**config.mk**
```make
export PLATFORM = sky130hd
export DESIGN_NAME = can_bit_timing_search
export DESIGN_NICKNAME = d
export VERILOG_FILES = /design/src/rtl/cbts_pkg.sv /design/src/rtl/can_bit_timing_search.sv /design/src/rtl/cbts_div.sv
export SDC_FILE = /design/constraint.sdc
export NUM_CORES = 1
export LEC_CHECK = 0
export BUFFER_PORTS_ARGS = -buffer_cell sky130_fd_sc_hd__buf_2
export CAP_MARGIN = 20
export CORE_MARGIN = 2
export CORE_UTILIZATION = 55
export DETAILED_ROUTE_END_ITERATION = 12
export PLACE_DENSITY = 0.74
export SYNTH_ARGS = -nofsm -noshare
export SYNTH_HDL_FRONTEND = slang
export SYNTH_SLANG_ARGS = --single-unit
```
**constraint.sdc**
```tcl
create_clock -name clk_i -period 4.7 [get_ports clk_i]
set_input_delay 0.47 -clock clk_i [delete_from_list [all_inputs] [get_ports clk_i]]
set_output_delay 0.47 -clock clk_i [all_outputs]
set_load 0.05 [all_outputs]
```
**src/rtl/cbts_pkg.sv**
```systemverilog
// Package for the CAN bit timing search: widths, search limits, sequencer states.
// No dependencies.
package cbts_pkg;

  localparam int unsigned ClkW   = 32;  // main clock register width
  localparam int unsigned BaudW  = 20;  // requested bit rate width
  localparam int unsigned DivW   = 4;   // prescaler width
  localparam int unsigned WordW  = 15;  // packed timing word width
  localparam int unsigned StepW  = 10;  // quanta * (divider + 1), at most 512
  localparam int unsigned AccW   = 14;  // segments * step, at most 8704
  localparam int unsigned CntW   = 5;   // divider bit counter

  localparam logic [DivW-1:0] DivMax      = 4'd15;
  localparam logic [4:0]      QuantaLast  = 5'd31;  // quanta - 1 at its top value
  localparam logic [4:0]      SegsMin     = 5'd3;
  localparam logic [4:0]      SegsMax     = 5'd17;
  localparam logic [ClkW-1:0] MainClkRst  = 32'd48000000;

  typedef enum logic [1:0] {
    ST_IDLE,
    ST_DIV,
    ST_SEARCH
  } cbts_state_e;

endpackage

```
**src/rtl/can_bit_timing_search.sv**
```systemverilog
// A zero bit rate is answered from idle; otherwise the divider runs, the first candidate
// is loaded and the search steps through the candidates, up to 7680 of them.
// One request at a time; busy is high during divide and search, never for a zero rate.
// The search rate is set by the single accumulate-and-compare unit, one candidate a cycle.
// Reset: sequencer idle, no result pending, main clock register 48000000.
// The result strobe lasts one cycle; the receiver cannot stall.
module can_bit_timing_search
  import cbts_pkg::*;
(
  input  logic             clk_i,
  input  logic             rst_ni,
  input  logic             start,
  output logic             busy,
  input  logic [BaudW-1:0] baud_rate_i,
  output logic             done_o,
  output logic             found_o,
  output logic [DivW-1:0]  clock_divider_o,
  output logic [WordW-1:0] timing_word_o,
  input  logic             cfg_valid_i,
  output logic             cfg_ready_o,
  input  logic [ClkW-1:0]  cfg_data_i
);

  cbts_state_e state_q, state_d;

  logic [ClkW-1:0]  main_clk_q;
  logic [ClkW-1:0]  cpb_q;
  logic [DivW-1:0]  d_q, d_d;
  logic [4:0]       q_q, q_d;     // quanta - 1
  logic [4:0]       s_q, s_d;     // segment total
  logic [StepW-1:0] step_q, step_d;
  logic [AccW-1:0]  acc_q, acc_d;

  logic             done_q, done_d;
  logic             found_q, found_d;
  logic [DivW-1:0]  cdiv_q, cdiv_d;
  logic [WordW-1:0] word_q, word_d;

  logic             accept;
  logic             div_start;
  logic             div_done;
  logic [ClkW-1:0]  div_quo;
  logic             hit;
  logic             s_last, q_last, d_last;
  logic [StepW-1:0] step_nq, step_nd;
  logic [3:0]       rest;
  logic [2:0]       seg1, seg2;
  logic [1:0]       sjw;
  logic [WordW-1:0] word_hit;

  assign accept      = start && !busy;
  assign busy        = (state_q != ST_IDLE);
  assign cfg_ready_o = 1'b1;

  // Main clock register
  always_ff @(posedge clk_i or negedge rst_ni) begin
    if (!rst_ni) begin
      main_clk_q <= MainClkRst;
    end else if (cfg_valid_i && cfg_ready_o) begin
      main_clk_q <= cfg_data_i;
    end
  end

  // Clocks per bit from the serial divider
  cbts_div u_div (
    .clk_i      (clk_i),
    .rst_ni     (rst_ni),
    .start_i    (div_start),
    .dividend_i (main_clk_q),
    .divisor_i  (baud_rate_i),
    .done_o     (div_done),
    .quotient_o (div_quo)
  );

  // Compare unit and loop ends
  assign hit     = ({{(ClkW-AccW){1'b0}}, acc_q} == cpb_q);
  assign s_last  = (s_q == SegsMax);
  assign q_last  = (q_q == QuantaLast);
  assign d_last  = (d_q == DivMax);
  assign step_nq = step_q + {{(StepW-DivW){1'b0}}, d_q} + StepW'(1);
  assign step_nd = {{(StepW-DivW){1'b0}}, d_q} + StepW'(2);

  // Split the spare segments and pack the timing word
  assign rest     = s_q[3:0] - SegsMin[3:0];
  assign seg1     = rest[3:1];
  assign seg2     = 3'(rest - {1'b0, seg1});
  assign sjw      = (seg1 > 3'd3) ? 2'd3 : seg1[1:0];
  assign word_hit = {seg2, 1'b0, seg1, sjw, 1'b0, q_q};

  // Next state
  always_comb begin
    state_d = state_q;
    unique case (state_q)
      ST_IDLE: begin
        if (accept && (baud_rate_i != '0)) state_d = ST_DIV;
      end
      ST_DIV: begin
        if (div_done) state_d = ST_SEARCH;
      end
      ST_SEARCH: begin
        if (hit || (s_last && q_last && d_last)) state_d = ST_IDLE;
      end
      default: state_d = ST_IDLE;
    endcase
  end

  // Sequencer outputs and search stepping
  always_comb begin
    div_start = 1'b0;
    done_d    = 1'b0;
    found_d   = found_q;
    cdiv_d    = cdiv_q;
    word_d    = word_q;
    d_d       = d_q;
    q_d       = q_q;
    s_d       = s_q;
    step_d    = step_q;
    acc_d     = acc_q;
    unique case (state_q)
      ST_IDLE: begin
        if (accept) begin
          if (baud_rate_i == '0) begin
            done_d  = 1'b1;
            found_d = 1'b0;
            cdiv_d  = '0;
            word_d  = '0;
          end else begin
            div_start = 1'b1;
          end
        end
      end
      ST_DIV: begin
        // Load the first candidate: divider 0, one quantum, three segments
        d_d    = '0;
        q_d    = '0;
        s_d    = SegsMin;
        step_d = StepW'(1);
        acc_d  = AccW'(3);
      end
      ST_SEARCH: begin
        if (hit) begin
          done_d  = 1'b1;
          found_d = 1'b1;
          cdiv_d  = d_q;
          word_d  = word_hit;
        end else if (s_last) begin
          s_d = SegsMin;
          if (q_last) begin
            if (d_last) begin
              done_d  = 1'b1;
              found_d = 1'b0;
              cdiv_d  = '0;
              word_d  = '0;
            end else begin
              d_d    = d_q + 1'b1;
              q_d    = '0;
              step_d = step_nd;
              acc_d  = {step_nd, 1'b0} + {{(AccW-StepW){1'b0}}, step_nd};
            end
          end else begin
            q_d    = q_q + 1'b1;
            step_d = step_nq;
            acc_d  = {step_nq, 1'b0} + {{(AccW-StepW){1'b0}}, step_nq};
          end
        end else begin
          s_d   = s_q + 1'b1;
          acc_d = acc_q + {{(AccW-StepW){1'b0}}, step_q};
        end
      end
      default: ;
    endcase
  end

  // Control registers
  always_ff @(posedge clk_i or negedge rst_ni) begin
    if (!rst_ni) begin
      state_q <= ST_IDLE;
      done_q  <= 1'b0;
    end else begin
      state_q <= state_d;
      done_q  <= done_d;
    end
  end

  // Search and result payload
  always_ff @(posedge clk_i) begin
    if (div_done) cpb_q <= div_quo;
    d_q     <= d_d;
    q_q     <= q_d;
    s_q     <= s_d;
    step_q  <= step_d;
    acc_q   <= acc_d;
    found_q <= found_d;
    cdiv_q  <= cdiv_d;
    word_q  <= word_d;
  end

  assign done_o          = done_q;
  assign found_o         = found_q;
  assign clock_divider_o = cdiv_q;
  assign timing_word_o   = word_q;

endmodule

```
**src/rtl/cbts_div.sv**
```systemverilog
// Restoring divider, one quotient bit per cycle, for the bit timing search.
// Depends on cbts_pkg.
module cbts_div
  import cbts_pkg::*;
(
  input  logic             clk_i,
  input  logic             rst_ni,
  input  logic             start_i,
  input  logic [ClkW-1:0]  dividend_i,
  input  logic [BaudW-1:0] divisor_i,
  output logic             done_o,
  output logic [ClkW-1:0]  quotient_o
);

  logic             run_q, run_d;
  logic             done_q, done_d;
  logic [CntW-1:0]  cnt_q, cnt_d;
  logic [ClkW-1:0]  quo_q, quo_d;
  logic [BaudW-1:0] rem_q, rem_d;
  logic [BaudW-1:0] dvs_q, dvs_d;
  logic [BaudW:0]   trial;
  logic [BaudW:0]   diff;
  logic             ge;

  // Shift the next dividend bit in and try one subtract
  assign trial = {rem_q, quo_q[ClkW-1]};
  assign ge    = (trial >= {1'b0, dvs_q});
  assign diff  = trial - {1'b0, dvs_q};

  always_comb begin
    run_d  = run_q;
    done_d = 1'b0;
    cnt_d  = cnt_q;
    quo_d  = quo_q;
    rem_d  = rem_q;
    dvs_d  = dvs_q;
    if (start_i) begin
      run_d = 1'b1;
      cnt_d = '0;
      quo_d = dividend_i;
      rem_d = '0;
      dvs_d = divisor_i;
    end else if (run_q) begin
      quo_d = {quo_q[ClkW-2:0], ge};
      rem_d = ge ? diff[BaudW-1:0] : trial[BaudW-1:0];
      cnt_d = cnt_q + 1'b1;
      if (cnt_q == '1) begin
        run_d  = 1'b0;
        done_d = 1'b1;
      end
    end
  end

  // Hold control in reset flops
  always_ff @(posedge clk_i or negedge rst_ni) begin
    if (!rst_ni) begin
      run_q  <= 1'b0;
      done_q <= 1'b0;
      cnt_q  <= '0;
    end else begin
      run_q  <= run_d;
      done_q <= done_d;
      cnt_q  <= cnt_d;
    end
  end

  // Datapath registers
  always_ff @(posedge clk_i) begin
    quo_q <= quo_d;
    rem_q <= rem_d;
    dvs_q <= dvs_d;
  end

  assign done_o     = done_q;
  assign quotient_o = quo_q;

endmodule

```
**Yosys cells after proc, flatten, opt, wreduce, memory -nomap -nowiden**

Cells that the tools add are included.

- Input port bits: 56
- Output and inout bits: 23
- Flip-flop bits (word level): 204
- Logic and storage cells: 143

- $add $sub $neg: 13
- Reductions and logical operators: 19
- Order comparisons: 2
- Equality and inequality tests: 21
- Mux-type cells: 70

Operators by type and width:

| kind | count |
|---|---|
| $mux 15 | 6 |
| $mux 32 | 2 |
| $mux 14 | 4 |
| $mux 10 | 4 |
| $mux 4 | 10 |
| $mux 5 | 8 |
| $eq 14x32->1 | 1 |
| $pmux 15 s2 | 1 |
| $pmux 14 s2 | 1 |
| $ge 21x20->1 | 1 |
| $mux 1 | 21 |
| $logic_not 20->1 | 1 |
| $mux 20 | 1 |
| $pmux 10 s2 | 1 |
| $pmux 5 s2 | 2 |
| $reduce_bool 20->1 | 1 |
| $sub 20x20->20 | 1 |
| $ne 2x2->1 const B | 8 |
| $pmux 4 s2 | 2 |
| $add 5x1->5 const B | 3 |
| $eq 5x5->1 const B | 3 |
| $add 14x10->14 | 1 |
| $add 11x10->12 | 1 |
| $ne 3x3->1 const B | 4 |
| other kinds (26) | 37 |

**Logic depth before layout (Yosys ltp)**

- Depth after elaboration: 7
- Mapped depth: 14
- Gate-level depth less buffers: 14

**Modules after synthesis**

A second synthesis with hierarchy kept.

- Cells, all modules: 920
- Area total of the unflattened synthesis: 10,989.3 sq um

By module, submodules not included:

| module | times used | cells an instance | area each (sq um) |
|---|---|---|---|
| can_bit_timing_search | 1 | 537 | 6,545.0 |
| cbts_div | 1 | 383 | 4,444.3 |

**Least setup slack after synthesis**

OpenSTA, ideal clock, no wires.

- Kind: reg-to-reg
- Start: register d_q[0]
- End: register acc_q[11] (data pin)
- Path slack: 1.359 ns
- Stages on the path, launching flop included: 14
- Arrival: 3.085 ns
- Path buffers: 0
- Path through: edfxtp_1 inv_1 ha_1 fa_1 or2b_1 a21oi_2 and3_1 xor2_1 ha_1 a31oi_1 nand4_1 a31oi_1 o22ai_1 a31o_2

- Longest elaborated chain between the ends: 7

Ends and longest elaborated chain:

| item | line | text |
|---|---|---|
| start, declared | can_bit_timing_search.sv:28 | `logic [DivW-1:0] d_q, d_d;` |
| start signal, assigned | can_bit_timing_search.sv:188 | `d_q <= d_d;` |
| $add 10x4->10 | can_bit_timing_search.sv:80 | `assign step_nq = step_q + {{(StepW-DivW){1'b0}}, d_q} + StepW'(1);` |
| $add 10x1->10 | can_bit_timing_search.sv:80 |  |
| via step_nq[6] | can_bit_timing_search.sv:45 | `logic [StepW-1:0] step_nq, step_nd;` |
| $add 11x10->12 | can_bit_timing_search.sv:163 | `acc_d = {step_nq, 1'b0} + {{(AccW-StepW){1'b0}}, step_nq};` |
| $mux 14 | can_bit_timing_search.sv:148 | `if (q_last) begin` |
| $mux 14 | can_bit_timing_search.sv:146 | `end else if (s_last) begin` |
| $mux 14 | can_bit_timing_search.sv:141 | `if (hit) begin` |
| $pmux 14 s2 | can_bit_timing_search.sv:119 | `unique case (state_q)` |
| end signal, assigned | can_bit_timing_search.sv:192 | `acc_q <= acc_d;` |
| end, declared | can_bit_timing_search.sv:32 | `logic [AccW-1:0] acc_q, acc_d;` |

The timed path passes the listed nets, and every way through them passes these cells. The select of a mux whose other input is x is not followed.
A chain may end at the register's enable or synchronous reset.

**Final worst setup path**

Ends and elaborated chain as after synthesis.

==> flow_metrics.tcl <==
set metrics [dict create \
    synth_top_cell_by_area "edfxtp_1" \
    finalSetupTns_ns 0 \
    num_vias 7323 \
    cts_hold_buf 0 \
    drv_slew 0 \
    min_period_ns 3.70 \
    postSynthAreaPerCell_um2 11.1 \
    clkTransAtPathRegs_ns 0.06 \
    drtIter0Drc 495 \
    cts.htree.levels 1 \
    cp.buffers_inverters 1 \
    syn_to_final_growth_pct 12.7 \
    grt_usage 0.208 \
    finalHoldViolations 0 \
    endpoint_kind "register" \
    nNetsFinal 1162 \
    status "finished clean" \
    max-vdd-ir-drop_mv 0.344 \
    cap_viol_max_count 0 \
    multi_input_area_um2 4700 \
    numCtsBuffers 22 \
    clk_latency_ns 0.52 \
    fillCellCount 1604 \
    ff2ff_path_depth 13 \
    first_pass_iters 5 \
    async_flop_share 0.208 \
    grt_pass1_wl_mm 34.3 \
    critPathTopFamily "compound AO/OA/AOI/OAI gates" \
    hp-class "in -> async" \
    design.core.area_um2 19300 \
    synthFlopType "edfxtp_1" \
    antenna_found_initial 0 \
    port_buffers 75 \
    clock_skew_ns 0.0128 \
    critPathArrivalTime_ns 3.96 \
    cts-resized-gates 0 \
    cp_cell_sequence "inv_1 > ha_1 > fa_1 > or2b_1 > a21oi_2 > and3_1 > xor2_1 > ha_1 > a31oi_1 > nand4_1 > a31oi_1 > o22ai_1 > a31o_2" \
    worstSetupPathType "reg -> reg" \
    rows 51 \
    tightest_slew_ns 1.04 \
    grt_max_degree 57 \
    syn_inst 964 \
    dieArea_um2 20600 \
    dpl.hpwl_mm 14.7 \
    yosys.area.top_type_share 0.393 \
    start_util 0.556 \
    drc_errors 0 \
    leakage_nw 5.18 \
    cts.path.max_buffers 3 \
    synthTopCellsByCount "edfxtp_1, nand2_1, ha_1, nor2_1, a21oi_1" \
    path_max_fanout 7 \
    setup_viol 0 \
    yosysWarningCount 0 \
    cp_data_required_time_ns 4.96 \
    cts_tree "built" \
    viasPerCell 5.55 \
    synth_area_um2 10700 \
    antenna_cells 0 \
    io_pins 79 \
    design_area_um2 12100 \
    ff2ff_setup_slack_ns 1.00 \
    grt_pass1_vias 7152 \
    rsz0062_at_grt "false" \
    cts_setup_buffers 0 \
    worstReg2RegStart "d_q[0]" \
    synth-edff-count 140 \
    routed_wl_mm 20.9 \
    regArea_um2 5670 \
    die_h_um 144 \
    relSlewSlack 0.297 \
    die_w_um 144 \
    place_area_um2 11300 \
    synth_cell_type_count 72 \
    wl_per_cell_um 15.9 \
    grt_overflow 0 \
    yosysMostFrequentCell "edfxtp_1" \
    ys_ff_latch 202 \
    gp_congestion 0.867 \
    synthTopCellsByArea "edfxtp_1, dfrtp_1, ha_1, nand2_1, dfxtp_1" \
    critPathLaunchType "register" \
    cts_root_buf "clkbuf_16" \
    fmax_mhz 270 \
    r2r-end "acc_q[11]" \
    fin_crit_sh 0.787 \
    cts_num_sinks 202 \
    critical_path.max_stage_delay_ns 0.46 \
    startpoint "d_q[0]" \
    ys_seq_area_frac 0.529 \
    p_per_area_nw_per_um2 664 \
    drtAntennaViolNets 0 \
    cp_slowest_cell "edfxtp_1" \
    drive_above_1_share 0.167 \
]
-- sequential cells by signal (all words and copies together) (netlist names), 2 cells and up --
| register | count |
|---|---|
| step_q | 10 |
| u_div.cnt_q | 5 |
| u_div.dvs_q | 20 |
| u_div.quotient_o | 32 |
| q_q | 5 |
| timing_word_o | 13 |
| s_q | 5 |
| d_q | 4 |
| cpb_q | 32 |
| acc_q | 14 |
| state_q | 2 |
| u_div.rem_q | 20 |
| main_clk_q | 32 |
| clock_divider_o | 4 |
-- worst reg2reg max path, stage by stage (launching register included) --
cell and delay (ns):
edfxtp_1 0.46, inv_1 0.10, ha_1 0.24, fa_1 0.40, or2b_1 0.25, a21oi_2 0.26
and3_1 0.21, xor2_1 0.25, ha_1 0.35, a31oi_1 0.17, nand4_1 0.16, a31oi_1 0.28
o22ai_1 0.10, a31o_2 0.23
-- stage by stage --
step           power, mW  hold WS (ns)  utilization  setup slack [ns]  std cells
6_report            8.01         0.102        0.626              1.00       1319
5_1_grt             8.61         0.128        0.626             0.726       1319
4_1_cts             8.03         0.119        0.626             0.977       1319
3_5_place_dp        6.25         0.434        0.588             0.987       1279
3_3_place_gp        6.14         0.431        0.588              1.13       1279
2_1_floorplan       5.54         0.174            -              1.36        965
-- layout by cell type, fill, tap and decap left out, types with 33 or more instances in the layout --
cell,instances
edfxtp_1,140
a21oi_1,51
o21ai_0,34
nand2_1,125
xnor2_1,33
mux2_2,35
nor2_1,63
inv_1,50
xor2_1,37
ha_1,63
buf_2,75
-- worst max path at each step --
stage                end  slack, ns  depth (start not counted)
2_1_floorplan  acc_q[11]       1.36                         13
3_5_place_dp   acc_q[11]       0.99                         13
6_report       acc_q[11]       1.00                         13
3_3_place_gp   acc_q[11]       1.13                         13
4_1_cts        acc_q[11]       0.98                         13
5_1_grt        acc_q[11]       0.73                         13
-- cell families (layout without fill, tap and decap cells) --
family / Yosys count / after routing / synth area share
AND/OR/NAND/NOR: 310 / 310 / 0.137
flip-flops: 202 / 202 / 0.529
AO/OA/AOI/OAI: 173 / 173 / 0.105
buffers and inverters: 87 / 176 / 0.0331
XOR/XNOR: 72 / 72 / 0.0613
adder cells (fa/ha/maj): 68 / 68 / 0.0829
multiplexers: 50 / 50 / 0.0508
other: 2 / 3 / 0.000701
-- layer usage --
metal / track usage / vias up / share of wire
met3: 0.0307 / 47 / 0.046
li1: - / 3592 / -
met4: 0.0800 / 0 / 0.032
met2: 0.338 / 186 / 0.47
met5: 0 / - / 0
met1: 0.285 / 3498 / 0.45
-- power breakdown --
part / switching (mW) / internal (mW) / total [mW] / leakage (nW)
clock: 0.690 / 1.04 / 1.73 / 0.354
sequential: 0.318 / 2.48 / 2.80 / 1.99
combinational: 1.98 / 1.51 / 3.49 / 2.83
total: 2.99 / 5.02 / 8.01 / 5.18
-- area by class of cell --
| class | instances | area share |
|---|---|---|
| Tap cell | 265 | 0.0275 |
| Timing Repair Buffer | 83 | 0.0361 |
| Inverter | 53 | 0.0165 |
| Clock inverter | 13 | 0.0138 |
| Clock buffer | 27 | 0.0472 |
| Sequential cell | 202 | 0.470 |
| Multi-Input combinational cell | 676 | 0.389 |
Power figures use the tool's default switching activity.
